**config.mk**
```make
export PLATFORM = sky130hd
export DESIGN_NAME = murmur64a_string_hash
export DESIGN_NICKNAME = d
export VERILOG_FILES = /design/src/hw/rtl/mm64_pkg.sv /design/src/hw/rtl/murmur64a_string_hash.sv /design/src/hw/rtl/mm64_front.sv /design/src/hw/rtl/mm64_queue.sv /design/src/hw/rtl/mm64_mul.sv /design/src/hw/rtl/mm64_back.sv
export SDC_FILE = /design/constraint.sdc
export NUM_CORES = 2
export LEC_CHECK = 0
export BUFFER_PORTS_ARGS = -buffer_cell sky130_fd_sc_hd__buf_2
export CORE_ASPECT_RATIO = 0.5
export CORE_UTILIZATION = 59
export CTS_CLUSTER_DIAMETER = 80
export DETAILED_ROUTE_END_ITERATION = 12
export GPL_ROUTABILITY_DRIVEN = 0
export PLACE_DENSITY = 0.79
export SLEW_MARGIN = 25
export SYNTH_ARGS = -nofsm -noshare
export SYNTH_HDL_FRONTEND = slang
export SYNTH_SLANG_ARGS = --single-unit
```
**constraint.sdc**
```tcl
create_clock -name clk -period 10.98 [get_ports clk]
set_clock_uncertainty 0.15 [all_clocks]
set_input_delay 1.098 -clock clk [delete_from_list [all_inputs] [get_ports clk]]
set_output_delay 1.098 -clock clk [all_outputs]
set_load 0.005 [all_outputs]
```
**src/hw/rtl/mm64_pkg.sv**
```systemverilog
package mm64_pkg;

    localparam logic [63:0] MurM  = 64'hc6a4a7935bd1e995;
    localparam logic [31:0] MurMLo = MurM[31:0];
    localparam logic [31:0] MurMHi = MurM[63:32];
    localparam int unsigned MurR  = 47;
    localparam int unsigned QDepth = 2;
    localparam int unsigned QPtrW  = $clog2(QDepth);
    localparam int unsigned QCntW  = $clog2(QDepth + 1);

    typedef enum logic [1:0] {
        KIND_NONE,
        KIND_PART,
        KIND_FULL
    } kind_t;

    typedef struct packed {
        logic [63:0] word;
        kind_t       kind;
        logic        last;
        logic        start;
        logic [31:0] total;
    } entry_t;

    typedef struct packed {
        logic        go;
        logic [63:0] operand;
    } mul_req_t;

    typedef struct packed {
        logic        done;
        logic [63:0] result;
    } mul_resp_t;

    typedef enum logic [2:0] {
        ST_IDLE,
        ST_SEED,
        ST_MIXK1,
        ST_MIXK2,
        ST_FOLD,
        ST_FINW,
        ST_FIN
    } state_t;

    function automatic logic [63:0] xsr(input logic [63:0] v);
        xsr = v ^ (v >> MurR);
    endfunction

endpackage

```
**src/hw/rtl/murmur64a_string_hash.sv**
```systemverilog
// Each word passes through the input queue; then a full word takes three 64-bit multiplies
// by M, a partial word one, an empty word none; the first word of a string adds one (seed).
// The last word adds one for finalization; the hash shows in the output register after that.
// Words are hashed one at a time on the single shared 32x32 multiplier
// (three partial products per 64-bit multiply by M). A two-entry queue decouples input.
// Reset (rst_n, async, low) empties the queue and output and arms a new string.
module murmur64a_string_hash (
    input  logic        clk,
    input  logic        rst_n,
    input  logic        word_valid,
    output logic        word_stall,
    input  logic [63:0] data_word,
    input  logic [3:0]  byte_count,
    input  logic        last_word,
    input  logic [31:0] total_length,
    output logic        hash_valid,
    input  logic        hash_stall,
    output logic [63:0] hash_value
);
    import mm64_pkg::*;

    logic      push;
    logic      pop;
    logic      q_full;
    logic      q_not_empty;
    entry_t    push_data;
    entry_t    q_head;
    mul_req_t  mul_req;
    mul_resp_t mul_resp;

    assign word_stall = q_full;

    mm64_front u_front (
        .clk          (clk),
        .rst_n        (rst_n),
        .word_valid   (word_valid),
        .data_word    (data_word),
        .byte_count   (byte_count),
        .last_word    (last_word),
        .total_length (total_length),
        .q_full       (q_full),
        .push         (push),
        .entry        (push_data)
    );

    mm64_queue u_queue (
        .clk       (clk),
        .rst_n     (rst_n),
        .push      (push),
        .push_data (push_data),
        .pop       (pop),
        .full      (q_full),
        .not_empty (q_not_empty),
        .head      (q_head)
    );

    mm64_mul u_mul (
        .clk   (clk),
        .rst_n (rst_n),
        .req   (mul_req),
        .resp  (mul_resp)
    );

    mm64_back u_back (
        .clk         (clk),
        .rst_n       (rst_n),
        .q_not_empty (q_not_empty),
        .q_head      (q_head),
        .pop         (pop),
        .mul_req     (mul_req),
        .mul_resp    (mul_resp),
        .hash_valid  (hash_valid),
        .hash_stall  (hash_stall),
        .hash_value  (hash_value)
    );

endmodule

```
**src/hw/rtl/mm64_front.sv**
```systemverilog
module mm64_front (
    input  logic                 clk,
    input  logic                 rst_n,
    input  logic                 word_valid,
    input  logic [63:0]          data_word,
    input  logic [3:0]           byte_count,
    input  logic                 last_word,
    input  logic [31:0]          total_length,
    input  logic                 q_full,
    output logic                 push,
    output mm64_pkg::entry_t     entry
);
    import mm64_pkg::*;

    logic        start_reg;
    logic        start_next;
    logic [63:0] mask;

    assign push = word_valid && !q_full;

    always_comb
    begin
        for (int i = 0; i < 8; i++)
        begin
            mask[8*i +: 8] = ({28'd0, byte_count} > i) ? 8'hff : 8'h00;
        end
    end

    always_comb
    begin
        entry.word  = data_word & mask;
        entry.last  = last_word;
        entry.start = start_reg;
        entry.total = total_length;
        if (byte_count >= 4'd8)
            entry.kind = KIND_FULL;
        else if (byte_count == 4'd0)
            entry.kind = KIND_NONE;
        else
            entry.kind = KIND_PART;
    end

    always_comb
    begin
        start_next = start_reg;
        if (push)
            start_next = last_word;
    end

    always_ff @(posedge clk or negedge rst_n)
    begin
        if (!rst_n)
            start_reg <= 1'b1;
        else
            start_reg <= start_next;
    end

endmodule

```
**src/hw/rtl/mm64_queue.sv**
```systemverilog
module mm64_queue (
    input  logic                 clk,
    input  logic                 rst_n,
    input  logic                 push,
    input  mm64_pkg::entry_t     push_data,
    input  logic                 pop,
    output logic                 full,
    output logic                 not_empty,
    output mm64_pkg::entry_t     head
);
    import mm64_pkg::*;

    entry_t             mem_reg [QDepth];
    logic [QPtrW-1:0]   wr_reg, wr_next;
    logic [QPtrW-1:0]   rd_reg, rd_next;
    logic [QCntW-1:0]   cnt_reg, cnt_next;

    assign full      = (cnt_reg == QCntW'(QDepth));
    assign not_empty = (cnt_reg != '0);
    assign head      = mem_reg[rd_reg];

    always_comb
    begin
        wr_next  = wr_reg;
        rd_next  = rd_reg;
        cnt_next = cnt_reg;
        if (push)
            wr_next = (wr_reg == QPtrW'(QDepth - 1)) ? '0 : wr_reg + 1'b1;
        if (pop)
            rd_next = (rd_reg == QPtrW'(QDepth - 1)) ? '0 : rd_reg + 1'b1;
        if (push && !pop)
            cnt_next = cnt_reg + 1'b1;
        else if (pop && !push)
            cnt_next = cnt_reg - 1'b1;
    end

    always_ff @(posedge clk)
    begin
        if (push)
            mem_reg[wr_reg] <= push_data;
    end

    always_ff @(posedge clk or negedge rst_n)
    begin
        if (!rst_n)
        begin
            wr_reg  <= '0;
            rd_reg  <= '0;
            cnt_reg <= '0;
        end
        else
        begin
            wr_reg  <= wr_next;
            rd_reg  <= rd_next;
            cnt_reg <= cnt_next;
        end
    end

endmodule

```
**src/hw/rtl/mm64_mul.sv**
```systemverilog
module mm64_mul (
    input  logic                 clk,
    input  logic                 rst_n,
    input  mm64_pkg::mul_req_t   req,
    output mm64_pkg::mul_resp_t  resp
);
    import mm64_pkg::*;

    // low 64 bits of a*M = aL*ML + ((aH*ML + aL*MH) << 32), one 32x32 product per cycle
    logic [63:0] a_reg, a_next;
    logic [63:0] acc_reg, acc_next;
    logic [1:0]  step_reg, step_next;
    logic        busy_reg, busy_next;
    logic        done_reg, done_next;
    logic [31:0] x, y;
    logic [63:0] prod;
    logic [63:0] addend;

    always_comb
    begin
        x = (step_reg == 2'd1) ? a_reg[63:32] : a_reg[31:0];
        y = (step_reg == 2'd2) ? MurMHi : MurMLo;
        prod = {32'd0, x} * {32'd0, y};
        addend = (step_reg == 2'd0) ? prod : {prod[31:0], 32'd0};
    end

    always_comb
    begin
        a_next    = a_reg;
        acc_next  = acc_reg;
        step_next = step_reg;
        busy_next = busy_reg;
        done_next = 1'b0;
        if (req.go)
        begin
            a_next    = req.operand;
            step_next = 2'd0;
            busy_next = 1'b1;
        end
        else if (busy_reg)
        begin
            acc_next  = ((step_reg == 2'd0) ? 64'd0 : acc_reg) + addend;
            step_next = step_reg + 2'd1;
            if (step_reg == 2'd2)
            begin
                busy_next = 1'b0;
                done_next = 1'b1;
            end
        end
    end

    assign resp.done   = done_reg;
    assign resp.result = acc_reg;

    always_ff @(posedge clk)
    begin
        a_reg   <= a_next;
        acc_reg <= acc_next;
    end

    always_ff @(posedge clk or negedge rst_n)
    begin
        if (!rst_n)
        begin
            step_reg <= '0;
            busy_reg <= 1'b0;
            done_reg <= 1'b0;
        end
        else
        begin
            step_reg <= step_next;
            busy_reg <= busy_next;
            done_reg <= done_next;
        end
    end

endmodule

```
**src/hw/rtl/mm64_back.sv**
```systemverilog
module mm64_back (
    input  logic                 clk,
    input  logic                 rst_n,
    input  logic                 q_not_empty,
    input  mm64_pkg::entry_t     q_head,
    output logic                 pop,
    output mm64_pkg::mul_req_t   mul_req,
    input  mm64_pkg::mul_resp_t  mul_resp,
    output logic                 hash_valid,
    input  logic                 hash_stall,
    output logic [63:0]          hash_value
);
    import mm64_pkg::*;

    state_t      state_reg, state_next;
    entry_t      ent_reg, ent_next;
    entry_t      ent;
    logic [63:0] h_reg, h_next;
    logic [63:0] out_reg, out_next;
    logic        out_valid_reg, out_valid_next;
    logic        out_free;
    logic        out_load;
    logic        dispatch;
    logic        finish;
    logic [63:0] h_t;
    logic [63:0] r;

    assign out_free   = !out_valid_reg || !hash_stall;
    assign ent        = (state_reg == ST_IDLE) ? q_head : ent_reg;
    assign r          = mul_resp.result;
    assign hash_valid = out_valid_reg;
    assign hash_value = out_reg;

    always_comb
    begin
        state_next      = state_reg;
        ent_next        = ent_reg;
        h_t             = h_reg;
        pop             = 1'b0;
        mul_req.go      = 1'b0;
        mul_req.operand = '0;
        dispatch        = 1'b0;
        finish          = 1'b0;
        out_load        = 1'b0;
        out_next        = out_reg;

        case (state_reg)
            ST_IDLE:
            begin
                if (q_not_empty)
                begin
                    pop      = 1'b1;
                    ent_next = q_head;
                    if (q_head.start)
                    begin
                        mul_req.go      = 1'b1;
                        mul_req.operand = {32'd0, q_head.total};
                        state_next      = ST_SEED;
                    end
                    else
                        dispatch = 1'b1;
                end
            end
            ST_SEED:
            begin
                if (mul_resp.done)
                begin
                    h_t      = r;
                    dispatch = 1'b1;
                end
            end
            ST_MIXK1:
            begin
                if (mul_resp.done)
                begin
                    mul_req.go      = 1'b1;
                    mul_req.operand = xsr(r);
                    state_next      = ST_MIXK2;
                end
            end
            ST_MIXK2:
            begin
                if (mul_resp.done)
                begin
                    h_t             = h_reg ^ r;
                    mul_req.go      = 1'b1;
                    mul_req.operand = h_t;
                    state_next      = ST_FOLD;
                end
            end
            ST_FOLD:
            begin
                if (mul_resp.done)
                begin
                    h_t    = r;
                    finish = 1'b1;
                end
            end
            ST_FINW:
            begin
                finish = 1'b1;
            end
            ST_FIN:
            begin
                if (mul_resp.done)
                begin
                    out_load   = 1'b1;
                    out_next   = xsr(r);
                    state_next = ST_IDLE;
                end
            end
            default:
            begin
                state_next = ST_IDLE;
            end
        endcase

        if (dispatch)
        begin
            case (ent.kind)
                KIND_FULL:
                begin
                    mul_req.go      = 1'b1;
                    mul_req.operand = ent.word;
                    state_next      = ST_MIXK1;
                end
                KIND_PART:
                begin
                    h_t             = h_t ^ ent.word;
                    mul_req.go      = 1'b1;
                    mul_req.operand = h_t;
                    state_next      = ST_FOLD;
                end
                default:
                begin
                    finish = 1'b1;
                end
            endcase
        end

        if (finish)
        begin
            if (ent.last)
            begin
                if (out_free)
                begin
                    mul_req.go      = 1'b1;
                    mul_req.operand = xsr(h_t);
                    state_next      = ST_FIN;
                end
                else
                    state_next = ST_FINW;
            end
            else
                state_next = ST_IDLE;
        end

        h_next = h_t;

        out_valid_next = out_valid_reg;
        if (out_load)
            out_valid_next = 1'b1;
        else if (!hash_stall)
            out_valid_next = 1'b0;
    end

    always_ff @(posedge clk)
    begin
        ent_reg <= ent_next;
        h_reg   <= h_next;
        out_reg <= out_next;
    end

    always_ff @(posedge clk or negedge rst_n)
    begin
        if (!rst_n)
        begin
            state_reg     <= ST_IDLE;
            out_valid_reg <= 1'b0;
        end
        else
        begin
            state_reg     <= state_next;
            out_valid_reg <= out_valid_next;
        end
    end

endmodule

```
==> results.md <==
Cells and area:
- The register with the most flip-flops in the layout has 200 of them.
- From synthesis to final layout, the design area changed by 16.3%.
- The fraction of final layout cells sized beyond drive strength 1 is 20.0%.
- The final layout net count is 6711.
- The count of cells in the finished layout, fillers not included, comes to 6765.

Floorplan:
- The vertical extent of the die is 213 um.
- The initial standard-cell utilization of the core is 60.2%.
- The number of ports placed on the die boundary is 171.
- The floorplan step defined a die boundary enclosing 90000 um^2.
- Measured along the x axis, the die boundary spans 423 um.
- The area inside the core boundary is 86900 um^2.
- The number of rows in the core area is 76.

Synthesis:
- The combined area of all synthesized cells is 52300 um^2.
- The average instance in the mapped netlist occupies 10.6 um^2.
- The count of flip-flops with a built-in enable after synthesis is 459.
- By area the synthesized netlist is led by sky130_fd_sc_hd__edfxtp_1, sky130_fd_sc_hd__fa_1, sky130_fd_sc_hd__ha_1.
- The post-synthesis sequential area ratio is 29.4%.
- The share of the synthesized area in the top cell type is 26.3%.
- After synthesis, the share of flip-flops with an asynchronous set or reset is 2.43%.
- The top flip-flop cell by instance count after synthesis is sky130_fd_sc_hd__edfxtp_1.
- Counting instances in the post-synthesis netlist gives the leading cell types as sky130_fd_sc_hd__inv_1, sky130_fd_sc_hd__fa_1, sky130_fd_sc_hd__edfxtp_1, sky130_fd_sc_hd__ha_1, sky130_fd_sc_hd__nand2_1.
- The post-synthesis sequential element count is 536.
- The cell type contributing the most total cell area after synthesis is sky130_fd_sc_hd__edfxtp_1.
- The number of distinct library cell variants in the gate-level netlist after synthesis is 95.
- The number of warnings printed during yosys synthesis is 0.
- The leading cell type by number of instances after synthesis is sky130_fd_sc_hd__inv_1.
- The number of standard cells after synthesis is 4957.

Drt:
- Before antenna repair, the detailed router went through 10 iterations.
- After detailed routing, the number of remaining DRC violations is 0.
- Using the TritonRoute via totals, the vias-per-cell ratio works out to 6.27.
- The detailed router finished its first iteration with 5967 violations.
- The detail route stage leaves a number of antenna-violating nets equal to 0.
- The routed wire length is 172 mm.
- After detailed routing, the average wire length per cell comes to 25.4 um.
- The final route contains 42400 vias.

CTS:
- The clock passes through at most 3 buffers.
- TritonCTS built the clock tree.
- The clock latency on the worst-skew pair is 0.62 ns.
- After clock tree synthesis, the clock-pin slew on the worst setup and hold paths is 0.06 ns.
- The tree is rooted in a sky130_fd_sc_hd__clkbuf_16.
- Counting the buffers created by CTS gives 54.
- The depth of the CTS H-tree is 2.
- The number of sinks on the clock net is 536.
- In this run, post-CTS hold repair placed 0 buffers.

Global route:
- The total overflow left after global routing is 0.
- The number of antenna violations at the first check in global routing is 7.
- Entering global routing, the biggest net connects 76 pins.
- The first global-routing pass estimated 250 mm of wire.
- The number of global-route vias before repair came to 42600.
- The overall global routing resource usage is 37.1%.

Timing:
- The relative slew slack is 27.0%.
- Timing would allow up to 0.0916 GHz.
- Setup violations remaining at the end of the flow were counted as 0.
- The count of pins over their slew limit is 0.
- For the pin with the worst max-slew slack, the measured transition is 1.10 ns.
- Dividing the final minimum period by the clock period gives 99.4%.
- The minimum hold slack is 0.283 ns.
- The final number of hold-violating endpoints is 0.
- The post-route minimum period is 10.92 ns.

Setup path:
- The worst setup path is captured at a flop.
- The critical path launch point type is a flop.
- For the worst setup path, the data required time is 11.18 ns.
- The most frequent cell on the critical path is sky130_fd_sc_hd__a21o_1.
- The worst register-to-register path begins at u_mul.step_reg[1]$_DFFE_PN0P_.
- The highest net fanout along the worst path is 6.
- The classification of the worst setup path is reg2reg.
- The most critical setup path has its startpoint at u_mul.step_reg[1]$_DFFE_PN0P_.
- The data arrival time of the critical path is 11.12 ns.
- The largest individual stage delay along the critical path comes from the cell sky130_fd_sc_hd__fa_2.
- The largest incremental delay on the critical path is 0.64 ns.

Place:
- Counting tap cells, the placed design contains a total of 6617 instances.
- The half-perimeter wire length of the detailed placement result is 133 mm.
- During placement, the flow inserted port buffers numbering 170.

Run:
- The tool flagged a number of max-cap violations equal to 0.

Hold path:
- The worst hold path belongs to the class in2async.

Status:
- The flow ran to the end, and the final reports show no timing, DRC or antenna violations.
## repair_timing
| action | CTS | global route |
|---|---|---|
| endpoints found under the setup margin | 8 | 17 |
| pin swaps | 5 | 108 |
| cloned | 0 | 2 |
| buffers inserted | 5 | 41 |
| gates resized for setup | 34 | 207 |
## worst max-delay path, delay by kind of cell, from the launching register on
family	cells	cell delay, ns
and+or+nand+nor	2	0.21
muxes	1	0.31
AOI/OAI and AO/OA	19	3.19
DFF	1	0.40
adders and majority gates	11	4.96
xor gates and xnor gates	2	0.30
buffers and inverters	10	1.14
## cells in the final DEF (no fill, tap or decap), drive strengths merged, types with 12 or more instances in the layout
cell    count
a21o       79
a21oi     249
a22oi      25
a31oi      57
a32o       34
and2       44
buf       716
clkbuf     68
clkinv     22
dfrtp      12
dfxtp      64
edfxtp    459
fa        621
ha        434
inv       883
mux2       86
mux2i     126
nand2     250
nand2b     33
nand3      73
nand3b     16
nand4      15
nor2      209
nor2b      94
nor3       56
o21a       14
o21ai     237
o21bai     13
o221ai     23
o22a       15
o22ai      36
o31ai      12
or2        22
xnor2     156
xor2      197
## worst paths after layout
check / end / slack [ns] / cells after the start
min in group clk: u_queue.cnt_reg[1]$_DFFE_PN0P_ / 0.35 / 1
hold / removal: u_back.hash_valid$_DFFE_PN0P_ / 0.28 / 1
hold reg to reg: u_queue.cnt_reg[1]$_DFFE_PN0P_ / 0.35 / 1
setup reg to reg: u_mul.acc_reg[63]$_DFFE_PP_ / 0.06 / 45
max in group asynchronous: u_queue.rd_reg$_DFFE_PN0P_ / 10.02 / 1
setup / recovery: u_mul.acc_reg[63]$_DFFE_PP_ / 0.06 / 45
## logic make-up after synthesis
family	synth area share, %
other cells	0.0143
compound gates	10.5
mux	4.26
flops	29.4
buf+inv	7.76
xor+xnor	5.91
fa+ha+maj	34.1
simple gates	8.06
## layer usage
| layer | vias to the layer above | share of wire, % | global-route usage (%) |
|---|---|---|---|
| met4 | 6 | 7.5 | 21.0 |
| met5 | - | 0.027 | 0.108 |
| li1 | 17700 | - | - |
| met1 | 20600 | 35 | 47.0 |
| met3 | 868 | 15 | 13.4 |
| met2 | 3186 | 43 | 55.4 |
## through the flow
stage | utilization [%] | setup TNS (ns) | instance area (um^2) | worst slack [ns]
after floorplan | - | 0 | 52400 | 0.0534
after global placement | 66.6 | -0.0675 | 57800 | -0.0675
after detailed placement | 66.6 | -0.533 | 57800 | -0.236
after CTS | 68.7 | 0 | 59700 | 0.00889
after global routing | 70.0 | -1.26 | 60900 | -0.268
final | 70.0 | 0 | 60900 | 0.0635
## area by class of cell
| cell class | instances | area [um^2] |
|---|---|---|
| multi-input combinational | 3357 | 33900 |
| timing repair buffer | 718 | 5160 |
| clock inverter | 30 | 213 |
| sequential | 536 | 15400 |
| antenna | 4 | 10.0 |
| fill | 5736 | 26100 |
| tap | 1170 | 1460 |
| inverter | 884 | 3330 |
| clock buffer | 66 | 1420 |
Power is not shown: default switching activity piles up to over one toggle a cycle in this logic, so the estimate is an artifact.
